**src/rtl/core/assert_macros.svh**
```systemverilog
// assertion helpers for the rtl files, included by the decoder core
`ifndef ASSERT_MACROS_SVH
`define ASSERT_MACROS_SVH

// same-cycle implication, disabled while in reset
`define ASSERT_IMPLY(label, clk, rst_n, ante, cons, msg) \
  label: assert property (@(posedge clk) disable iff (!rst_n) (ante) |-> (cons)) \
    else $error(msg);

// next-cycle implication, disabled while in reset
`define ASSERT_NEXT(label, clk, rst_n, ante, cons, msg) \
  label: assert property (@(posedge clk) disable iff (!rst_n) (ante) |=> (cons)) \
    else $error(msg);

`endif

```
**src/rtl/core/msa_rld_pkg.sv**
```systemverilog
// ----------------------------------------------------------------------------
// msa_rld_pkg
// Types, codes and constants of the disk image run-length decoder.
// ----------------------------------------------------------------------------
package msa_rld_pkg;

  localparam int unsigned MAX_SECTORS_DEF  = 30;
  localparam int unsigned SECTOR_BYTES_DEF = 512;

  // wide enough for the largest sectors-per-track setting
  localparam int unsigned SPT_W = 6;

  localparam logic [7:0] MAGIC_HI = 8'h0E;
  localparam logic [7:0] MAGIC_LO = 8'h0F;
  localparam logic [7:0] RLE_MARK = 8'hE5;
  localparam logic [3:0] HDR_LAST = 4'd9;

  // result status codes
  localparam logic [2:0] ST_RUN       = 3'd0;
  localparam logic [2:0] ST_FINAL     = 3'd1;
  localparam logic [2:0] ST_BAD_HDR   = 3'd2;
  localparam logic [2:0] ST_BAD_TRACK = 3'd3;
  localparam logic [2:0] ST_TRUNC     = 3'd4;

  typedef enum logic [3:0] {
    PH_HEADER    = 4'd0,
    PH_LEN_HI    = 4'd1,
    PH_LEN_LO    = 4'd2,
    PH_LITERAL   = 4'd3,
    PH_RLE_BYTE  = 4'd4,
    PH_RLE_VAL   = 4'd5,
    PH_RLE_CNT_HI = 4'd6,
    PH_RLE_CNT_LO = 4'd7,
    PH_SKIP      = 4'd8,
    PH_DONE      = 4'd9,
    PH_ERROR     = 4'd10
  } phase_t;

  typedef struct packed {
    logic [7:0] data_byte;
    logic       end_of_file;
  } in_item_t;

  typedef struct packed {
    logic [7:0]  run_byte;
    logic [15:0] run_length;
    logic [2:0]  status;
  } out_item_t;

  typedef struct packed {
    phase_t           phase;
    logic [3:0]       header_index;
    logic [SPT_W-1:0] sectors_per_track;
    logic [1:0]       side_count;
    logic [15:0]      first_track;
    logic [15:0]      final_track;
    logic [15:0]      track_now;
    logic             side_now;
    logic [15:0]      track_length;
    logic [15:0]      bytes_left;
    logic [16:0]      bytes_made;
    logic [7:0]       held_value;
    logic [7:0]       held_count_high;
  } state_t;

  localparam state_t STATE_RESET = '{
    phase:             PH_HEADER,
    header_index:      '0,
    sectors_per_track: '0,
    side_count:        '0,
    first_track:       '0,
    final_track:       '0,
    track_now:         '0,
    side_now:          1'b0,
    track_length:      '0,
    bytes_left:        '0,
    bytes_made:        '0,
    held_value:        '0,
    held_count_high:   '0
  };

endpackage

```
**src/rtl/core/msa_rld_decode.sv**
```systemverilog
// ----------------------------------------------------------------------------
// msa_rld_decode
// Next-state and result logic for one image byte.
// ----------------------------------------------------------------------------
module msa_rld_decode #(
  parameter int unsigned MAX_SECTORS  = msa_rld_pkg::MAX_SECTORS_DEF,
  parameter int unsigned SECTOR_BYTES = msa_rld_pkg::SECTOR_BYTES_DEF
) (
  input  msa_rld_pkg::state_t    st_i,
  input  msa_rld_pkg::in_item_t  item_i,
  output msa_rld_pkg::state_t    st_o,
  output logic                   have_o,
  output msa_rld_pkg::out_item_t res_o
);
  import msa_rld_pkg::*;

  state_t      s;
  logic [7:0]  b;
  logic        have;
  logic [7:0]  rb;
  logic [15:0] rl;
  logic [2:0]  stat;
  logic        bad;
  logic        check;
  logic        fill;
  logic [15:0] left_dec;
  logic [15:0] count;
  logic [16:0] made_new;
  logic [15:0] final_full;
  logic [1:0]  side_inc;
  logic        side_wrap;
  logic        image_end;

  assign b          = item_i.data_byte;
  assign left_dec   = st_i.bytes_left - 16'd1;
  assign count      = {st_i.held_count_high, b};
  assign made_new   = st_i.bytes_made +
                      {1'b0, (st_i.phase == PH_RLE_BYTE) ? 16'd1 : count};
  assign final_full = {st_i.final_track[15:8], b};
  assign side_inc   = {1'b0, st_i.side_now} + 2'd1;
  assign side_wrap  = (side_inc >= st_i.side_count);
  assign image_end  = (st_i.track_now == st_i.final_track) && (side_inc == st_i.side_count);

  always_comb begin
    s     = st_i;
    have  = 1'b0;
    rb    = '0;
    rl    = '0;
    stat  = ST_RUN;
    bad   = 1'b0;
    check = 1'b0;
    fill  = 1'b0;

    unique case (st_i.phase)
      PH_HEADER: begin
        case (st_i.header_index)
          4'd0: bad = (b != MAGIC_HI);
          4'd1: bad = (b != MAGIC_LO);
          4'd2: bad = (b != 8'd0);
          4'd3: begin
            bad = (b == 8'd0) || (b > 8'(MAX_SECTORS));
            s.sectors_per_track = b[SPT_W-1:0];
          end
          4'd4: bad = (b != 8'd0);
          4'd5: begin
            bad = (b > 8'd1);
            s.side_count = b[1:0] + 2'd1;
          end
          4'd6: s.first_track = {b, 8'd0};
          4'd7: s.first_track = {st_i.first_track[15:8], b};
          4'd8: s.final_track = {b, 8'd0};
          default: begin
            s.final_track  = final_full;
            bad            = (final_full < st_i.first_track);
            s.track_length = 16'(st_i.sectors_per_track * SECTOR_BYTES);
            s.track_now    = st_i.first_track;
            s.side_now     = 1'b0;
          end
        endcase
        if (bad) begin
          s.phase = PH_ERROR;
          have    = 1'b1;
          stat    = ST_BAD_HDR;
        end else if (st_i.header_index >= HDR_LAST) begin
          s.phase = PH_LEN_HI;
        end else begin
          s.header_index = st_i.header_index + 4'd1;
        end
      end
      PH_LEN_HI: begin
        s.held_count_high = b;
        s.phase           = PH_LEN_LO;
      end
      PH_LEN_LO: begin
        s.bytes_left = count;
        s.bytes_made = '0;
        if (count == st_i.track_length) begin
          s.phase = PH_LITERAL;
        end else if (count == 16'd0) begin
          s.phase = PH_ERROR;
          have    = 1'b1;
          stat    = ST_BAD_TRACK;
        end else begin
          s.phase = PH_RLE_BYTE;
        end
      end
      PH_LITERAL: begin
        s.bytes_left = left_dec;
        have         = 1'b1;
        rb           = b;
        rl           = 16'd1;
        fill         = (left_dec == 16'd0);
      end
      PH_RLE_BYTE: begin
        s.bytes_left = left_dec;
        // a marker too close to the track end is taken as a literal
        if (b == RLE_MARK && left_dec >= 16'd3) begin
          s.phase = PH_RLE_VAL;
        end else begin
          have  = 1'b1;
          rb    = b;
          rl    = 16'd1;
          check = 1'b1;
        end
      end
      PH_RLE_VAL: begin
        s.bytes_left = left_dec;
        s.held_value = b;
        s.phase      = PH_RLE_CNT_HI;
      end
      PH_RLE_CNT_HI: begin
        s.bytes_left      = left_dec;
        s.held_count_high = b;
        s.phase           = PH_RLE_CNT_LO;
      end
      PH_RLE_CNT_LO: begin
        s.bytes_left = left_dec;
        have         = 1'b1;
        rb           = st_i.held_value;
        rl           = count;
        check        = 1'b1;
      end
      PH_SKIP: begin
        s.bytes_left = left_dec;
        if (left_dec == 16'd0) begin
          s.phase = PH_LEN_HI;
        end
      end
      default: begin
      end
    endcase

    // coded track bookkeeping after a run
    if (check) begin
      s.bytes_made = made_new;
      if (made_new > {1'b0, st_i.track_length}) begin
        s.phase = PH_ERROR;
        stat    = ST_BAD_TRACK;
      end else if (made_new == {1'b0, st_i.track_length}) begin
        fill = 1'b1;
      end else if (left_dec == 16'd0) begin
        s.phase = PH_ERROR;
        stat    = ST_BAD_TRACK;
      end else begin
        s.phase = PH_RLE_BYTE;
      end
    end

    // track full: finish the image or step to the next side or track
    if (fill) begin
      if (image_end) begin
        s.phase = PH_DONE;
        stat    = ST_FINAL;
      end else begin
        s.side_now   = side_wrap ? 1'b0 : side_inc[0];
        s.track_now  = side_wrap ? st_i.track_now + 16'd1 : st_i.track_now;
        s.bytes_made = '0;
        s.phase      = (s.bytes_left != 16'd0) ? PH_SKIP : PH_LEN_HI;
      end
    end

    if (stat == ST_BAD_HDR || stat == ST_BAD_TRACK) begin
      rb = '0;
      rl = '0;
    end

    if (item_i.end_of_file) begin
      if (!(have && stat != ST_RUN) && s.phase != PH_DONE && s.phase != PH_ERROR) begin
        have = 1'b1;
        stat = ST_TRUNC;
      end
      s = STATE_RESET;
    end
  end

  assign st_o             = s;
  assign have_o           = have;
  assign res_o.run_byte   = rb;
  assign res_o.run_length = rl;
  assign res_o.status     = stat;

endmodule

```
**src/rtl/core/msa_image_run_length_decoder_core.sv**
```systemverilog
// The decoder takes one byte of a compressed floppy disk image per cycle and
// gives at most one run (value, count) per byte: the byte is held in the input
// register and its run is written to the result register. It sustains one
// byte every cycle while the result register can take a new run, and keeps
// taking bytes while a result waits in the output register as long as the
// byte in hand produces no result. Status reports bad headers, bad tracks,
// truncation and the run that completes the image; a byte marked end of file
// returns the decoder to its reset state. There is no start-up clearing pass.
// ----------------------------------------------------------------------------
// msa_image_run_length_decoder_core
// Top level: input register, decode logic, state and result register.
// ----------------------------------------------------------------------------
`include "assert_macros.svh"

module msa_image_run_length_decoder_core #(
  parameter int unsigned MAX_SECTORS  = msa_rld_pkg::MAX_SECTORS_DEF,
  parameter int unsigned SECTOR_BYTES = msa_rld_pkg::SECTOR_BYTES_DEF
) (
  input  logic                   clk,
  input  logic                   rst_n,
  input  logic                   in_valid,
  output logic                   in_ready,
  input  msa_rld_pkg::in_item_t  in_data,
  output logic                   out_valid,
  input  logic                   out_ready,
  output msa_rld_pkg::out_item_t out_data
);
  import msa_rld_pkg::*;

  in_item_t  in_r;
  logic      in_valid_r;
  state_t    state_r;
  state_t    state_nxt;
  logic      have;
  out_item_t res;
  out_item_t out_r;
  logic      out_valid_r;
  logic      advance;

  msa_rld_decode #(
    .MAX_SECTORS  (MAX_SECTORS),
    .SECTOR_BYTES (SECTOR_BYTES)
  ) u_decode (
    .st_i   (state_r),
    .item_i (in_r),
    .st_o   (state_nxt),
    .have_o (have),
    .res_o  (res)
  );

  // a byte moves on unless its result would land on an unread one
  assign advance  = in_valid_r && (!have || !out_valid_r || out_ready);
  assign in_ready = !in_valid_r || advance;

  always_ff @(posedge clk) begin
    if (!rst_n) begin
      in_valid_r  <= 1'b0;
      state_r     <= STATE_RESET;
      out_valid_r <= 1'b0;
    end else begin
      if (in_ready) begin
        in_valid_r <= in_valid;
      end
      if (advance) begin
        state_r <= state_nxt;
      end
      if (advance && have) begin
        out_valid_r <= 1'b1;
      end else if (out_ready) begin
        out_valid_r <= 1'b0;
      end
    end
  end

  always_ff @(posedge clk) begin
    if (in_valid && in_ready) begin
      in_r <= in_data;
    end
    if (advance && have) begin
      out_r <= res;
    end
  end

  assign out_valid = out_valid_r;
  assign out_data  = out_r;

  `ASSERT_IMPLY(a_ready_when_empty, clk, rst_n, !out_valid_r, in_ready, "input stalled with empty output")
  `ASSERT_IMPLY(a_no_overwrite, clk, rst_n, out_valid_r && !out_ready, !(advance && have), "pending result overwritten")
  `ASSERT_NEXT(a_eof_rearm, clk, rst_n, advance && in_r.end_of_file, state_r.phase == PH_HEADER && state_r.header_index == 4'd0, "no rearm after end of file")
  `ASSERT_IMPLY(a_made_in_range, clk, rst_n, state_r.phase == PH_RLE_BYTE, state_r.bytes_made < {1'b0, state_r.track_length}, "track count out of range")

endmodule
```
**config.mk**
```make
export PLATFORM = sky130hd
export DESIGN_NAME = msa_image_run_length_decoder_core
export DESIGN_NICKNAME = d
export VERILOG_FILES = /design/src/rtl/core/msa_rld_pkg.sv /design/src/rtl/core/msa_rld_decode.sv /design/src/rtl/core/msa_image_run_length_decoder_core.sv
export VERILOG_INCLUDE_DIRS = /design/src /design/src/rtl/core
export SDC_FILE = /design/constraint.sdc
export NUM_CORES = 1
export LEC_CHECK = 0
export BUFFER_PORTS_ARGS = -buffer_cell sky130_fd_sc_hd__buf_2
export CELL_PAD_IN_SITES_DETAIL_PLACEMENT = 1
export CELL_PAD_IN_SITES_GLOBAL_PLACEMENT = 2
export CORE_ASPECT_RATIO = 0.5
export CORE_MARGIN = 2
export CORE_UTILIZATION = 39
export CTS_CLUSTER_DIAMETER = 80
export DETAILED_ROUTE_END_ITERATION = 8
export GPL_TIMING_DRIVEN = 0
export HOLD_SLACK_MARGIN = 0.05
export PLACE_DENSITY_LB_ADDON = 0.1
export SLEW_MARGIN = 20
export SYNTH_ARGS = -nofsm -noshare
export SYNTH_HDL_FRONTEND = slang
export SYNTH_SLANG_ARGS = --single-unit
```
**constraint.sdc**
```tcl
create_clock -name clk -period 10.9 [get_ports clk]
set_input_delay 1.09 -clock clk [delete_from_list [all_inputs] [get_ports clk]]
set_output_delay 1.09 -clock clk [all_outputs]
set_load 0.01 [all_outputs]
```
# --- Word level (Yosys, flattened, before mapping) ---
# Cells that the tools add are included.
totals:
  register_bits: 168
classes:
  n_addsub: 6
  n_lt_le_gt_ge: 7
  reduce_logical: 52
  eq_ne: 33
  n_mux: 67
ops:
  columns: ["operator", "count"]
  rows:
  - ["two-way mux 130 bit", 1]
  - ["two-way mux 17 bit", 6]
  - ["case mux 16 bit (2 select lines)", 3]
  - ["two-way mux 77 bit", 1]
  - ["two-way mux 4 bit", 15]
  - ["case mux 16 bit (3 select lines)", 1]
  - ["two-way mux 33 bit", 1]
  - ["== test 16 bit", 2]
  - ["== test 4 x 3 -> 1 bit, second input constant", 8]
  - ["zero test 16 bit", 2]
  - ["two-way mux 16 bit", 2]
  - ["case mux 4 bit (7 select lines)", 1]
  - ["two-way mux 3 bit", 9]
  - ["two-way mux 8 bit", 3]
  - ["case mux 8 bit (3 select lines)", 1]
  - ["adder 17 x 16 -> 17 bit", 1]
  - ["== test 17 x 16 -> 1 bit", 1]
  - ["greater-than comparator 17 x 16 -> 1 bit", 1]
  - ["adder 16 x 1 -> 16 bit, second input constant", 1]
  - ["== test 4 x 2 -> 1 bit, second input constant", 4]
  - [">= comparator 16 x 2 -> 1 bit, second input constant", 1]
  - ["< comparator 16 bit", 1]
  - ["!= test 8 x 4 -> 1 bit, second input constant", 2]
  - ["nonzero test 16 bit", 1]
  - ["other kinds (39)", 96]

# --- Longest topological paths before layout ---
depth:
  word_depth: 25
  depth_mapped: 33

# --- By module ---
# From an unflattened synthesis, not the netlist that was laid out.
unflattened:
  hier_cells: 1572
  hier_area_um2: 12205.5
modules_own_cells:
  columns: ["mod", "instances", "area_per_inst_um2", "cells_per_inst", "seq_area_each_um2"]
  rows:
  - ["msa_image_run_length_decoder_core", 1, 6373.6, 611, 3723.6]
  - ["msa_rld_decode", 1, 5831.8, 961, 0.0]

# --- Worst setup path before layout ---
# Ideal clock, no wire load.
synth_timing:
  kind: "reg-to-reg"
  from: "register state_r[127] in the netlist's numbering"
  to: "register out_r (netlist bit out_data[0]), enable pin"
  t_required_ns: 10.480
  setup_time_ns: 0.420
  period_less_slack_ns: 7.537
  path_stages_with_launch: 32
  arrival_ns: 7.117
  path_slack_ns: 3.363
  cell_sequence: "dfxtp_1 clkbuf_1 inv_1 clkbuf_1 nand2_1 nor3_2 clkbuf_1 or2_2 ha_1 inv_1 fa_1 nor2b_1 o31a_1 a41o_1 a21bo_2 a21oi_1 o21bai_1 a21oi_1 xnor2_1 ha_1 nand2_1 nor2_1 nand4_1 or3_1 a2111o_1 o41a_1 a21oi_2 nor3_1 or2_2 a21oi_1 nor2_1 a21oi_1"
synth_via:
  elab_chain_len: 21
  elab_cells_between_ends: 55
synth_lines:
  columns: ["item", "line_no", "source"]
  rows:
  - ["start, declared", "msa_image_run_length_decoder_core.sv:32", "state_t state_r;"]
  - ["start signal, assigned", "msa_image_run_length_decoder_core.sv:65", "state_r <= state_nxt;"]
  - ["branches (longest 15 deep; another with adder 17 x 16 -> 17 bit)", null, null]
  - ["two-way mux 1 bit *", "msa_rld_decode.sv:187", "if (item_i.end_of_file) begin"]
  - ["zero test 1 bit", "msa_image_run_length_decoder_core.sv:52", "assign advance = in_valid_r && (!have || !out_valid_r || out_ready);"]
  - ["logical OR 1 bit (2 in a row)", "msa_image_run_length_decoder_core.sv:52", null]
  - ["logical AND 1 bit", "msa_image_run_length_decoder_core.sv:52", null]
  - ["logical AND 1 bit *", "msa_image_run_length_decoder_core.sv:79", "if (advance && have) begin"]
  - ["end signal, assigned", "msa_image_run_length_decoder_core.sv:80", "out_r <= res;"]
  - ["end, declared", "msa_image_run_length_decoder_core.sv:36", "out_item_t out_r;"]
# Every way passes the cells marked *.
# A chain may end at the register's enable or synchronous reset.

# --- Final worst setup path ---
layout_timing:
  from: "register state_r[127] in the netlist's numbering"
  to: "output in_ready"
layout_via:
  elab_chain_len: 21
  elab_cells_between_ends: 55
layout_lines:
  columns: ["item", "line_no", "source"]
  rows:
  - ["branches (longest 15 deep; another with adder 17 x 16 -> 17 bit)", null, null]
  - ["two-way mux 1 bit *", "msa_rld_decode.sv:187", null]
  - ["zero test 1 bit *", "msa_image_run_length_decoder_core.sv:52", null]
  - ["logical OR 1 bit * (2 in a row)", "msa_image_run_length_decoder_core.sv:52", null]
  - ["logical AND 1 bit *", "msa_image_run_length_decoder_core.sv:52", null]
  - ["logical OR 1 bit *", "msa_image_run_length_decoder_core.sv:53", "assign in_ready = !in_valid_r || advance;"]
  - ["end, declared", "msa_image_run_length_decoder_core.sv:22", "output logic in_ready,"]
# Marked as above.

==> metrics.md <==
| Metric | Value |
|---|---|
| GR peak layer | `met2` |
| DRT iter0 DRCs | `roughly 790` |
| Cts repair resizes | `0` |
| CTS max path bufs | `2` |
| CTS buffer count | `17` |
| Nets@finish | `1257` |
| Cell variety after synth | `81` |
| Crit-path max FO | `10` |
| Avg Cell Area, Syn | `between 8 and 9 sq um` |
| Placed Cells | `1518` |
| Sequential cell area fraction in the yosys report | `0.357` |
| I/O pins | `42` |
| # H-tree levels | `4` |
| Worst setup SP type | `flop` |
| Largest net degree at the start of global routing | `26` |
| Global-route usage over all layers | `0.280` |
| Hpwl dp | `27600 um` |
| Rel. slew slack | `0.249` |
| Post-synth design cell area | `9880 sq um` |
| Vias in the first global route | `roughly 9300` |
| WS Path Type | `flop to primary output` |
| Crit path arrival time | `~8.5 ns` |
| Worst Skew | `0.0192 ns` |
| Antenna-violating nets left | `0` |
| Row count | `41` |
| Final Power | `~1.7 mW` |
| Number of synthesized flops with an enable pin | `36` |
| Routed len/inst | `around 24 um` |
| Syn Inst Count | `1133` |
| PD cells | `roughly 150 nW/um^2` |
| VDD IR max | `0.000118 V` |
| Slowest CP cell | `o41ai_1` |
| Top cells by count, synth | `122 x dfxtp_1, 99 x nand2_1, 86 x nor2_1` |
| Top_reg_cell synth | `dfxtp_1` |
| Final hold vios | `0` |
| Cell Area, Placed | `between 10000 and 15000 sq um` |
| Final instance area | `11200 sq um` |
| Final Hold Slack | `approximately 0.47 ns` |
| Vias | `between 9000 and 10000` |
| Met2 GRT Util | `0.433` |
| Total gr overflow | `0` |
| Setup TNS | `0 ns` |
| Slew @ Worst Pin | `approximately 1.1 ns` |
| Reg clk slew, reported paths | `approximately 0.070 ns` |
| Worst skew pair latency | `roughly 0.47 ns` |
| Static Leakage | `between 4 and 5 nW` |
| Yosys reg bits | `158` |
| Crit end category | `primary output` |
| Chip Height | `between 100 and 150 um` |
| Core area | `approximately 25000 sq um` |
| Initial Utilization | `0.395` |
| Overall die width | `~230 um` |
| Max cap viols | `0` |
| Post-CTS Setup Bufs | `0` |
| Crit path time final | `about 9.6 ns` |
| Initial antenna violation count | `0` |
| Final Setup Violations | `0` |
| Largest area contributor in the netlist | `dfxtp_1` |
| Async SR Flop Fraction | `0` |
| M3 GR Usage | `0.0745` |
| CTS tree | `yes` |
| Worst Hold Class | `flop to flop` |
| Top-area cell type share of the netlist area | `0.247` |
| Most instantiated library cell after synthesis | `dfxtp_1` |
| Remaining DRCs | `0` |
| Place WS | `roughly 1.9 ns` |
| Yosys warns | `0` |
| Fmax achieved | `0.104 GHz` |
| RSZ-0062 raised after global routing | `no` |
| Final setup margin | `approximately 1.3 ns` |
| Final Non-Filler Cells | `between 1500 and 2000` |
| Syn_nets | `about 1200` |
| GP Congestion | `0.917` |
| Max Slew Vio Count | `0` |
| Clock tree root driver cell | `clkbuf_16` |
| Area growth syn-to-layout | `13.0%` |
| Fin util | `0.446` |
| Synth top area cells | `dfxtp_1 25%, edfxtp_1 11%, ha_1 6.3%, mux2i_1 4.4%, nand2_1 3.8%` |
| # port buffers | `40` |
| Run status | `finished clean` |
| Req. time, crit path | `around 9.8 ns` |
| Global-route wire length before repair | `56000 um` |
| Fin crit share | `0.878` |
| GR Util met1 | `0.383` |
| Layout cells sized above 1 | `0.101` |
| Crit-path max cell delay | `0.89 ns` |
| # hold bufs at CTS | `0` |
| Routed wire length | `around 37000 um` |
| CTS Sinks | `about 160` |
| Detailed Routing Iterations Pass 1 | `8` |
| Die area | `26700 sq um` |
| Via-per-instance ratio | `6.03` |
cells in the final DEF (no fill, tap or decap), types with 6 or more instances in the layout:
master,count
edfxtp_1,36
nand3_1,29
a21oi_2,7
a31oi_1,10
nand4_1,24
nor2b_1,26
a32o_1,20
a21oi_1,56
o31ai_1,6
and2_1,23
o22ai_1,10
a211oi_1,7
a21o_1,11
or3_1,11
or2_2,9
xnor2_1,23
o21a_1,10
mux2i_1,43
a22o_1,31
inv_1,63
and3_1,12
clkbuf_1,58
nor2_1,86
o32ai_1,22
clkbuf_16,17
nand2b_1,9
nor4_1,13
o21ai_0,35
nor3_1,17
o41ai_1,8
o21bai_1,7
buf_2,45
xor2_1,15
a22oi_1,15
nand2_1,99
o211ai_1,6
o2bb2ai_1,15
ha_1,50
dfxtp_1,122
area by class of cell:
type | instances | area, sq um
diodes | 1 | 2.50
plain buffers | 70 | 310
clock buffers | 18 | 429
clock inverters | 14 | 175
fillers | 2995 | 13900
inverters | 63 | 236
multi-input cells | 842 | 5830
flip-flops and latches | 158 | 3520
well taps | 344 | 430
repair buffers | 41 | 220
power by group:
| group | switching [mW] | internal (mW) |
|---|---|---|
| registers | 0.0192 | 0.631 |
| clock network | 0.293 | 0.347 |
| logic | 0.254 | 0.126 |
state kept, by name, summed over array words and instances (netlist names):
name,count
state_r,120
out_data,27
in_r,9
in_valid_r,1
out_valid,1
final timing paths:
kind / start / cells past startpoint / slack [ns] / endpoint
setup / recovery: state_r[127] / 31 / 1.33 / in_ready
hold / removal: state_r[14] / 1 / 0.47 / state_r[14]
setup reg to reg: state_r[127] / 32 / 1.98 / state_r[25]
hold reg to reg: state_r[14] / 1 / 0.47 / state_r[14]
kinds of logic after synthesis:
logic type | synth area share
and+or+nand+nor | 0.200
AOI/OAI and AO/OA | 0.242
DFF | 0.357
buffers and inverters | 0.0554
adders and majority gates | 0.0654
muxes | 0.0470
xor gates and xnor gates | 0.0337
critical path: cells and delay by family, from the launching register on:
family          cells  cell delay [ns]
simple gates       12             2.86
xor+xnor            1             0.17
flops               1             0.31
buf+inv             6             1.41
fa+ha+maj           3             0.88
compound gates      9             2.39
routing by layer:
metal  vias up  wire length (um)  share of wire
met3        39              2640          0.072
li1       4355                 -              -
met4         0               559          0.015
met1      4692             17700           0.48
met2       266             15900           0.43
met5         -                 0              0
(Power assumes the default switching activity.)
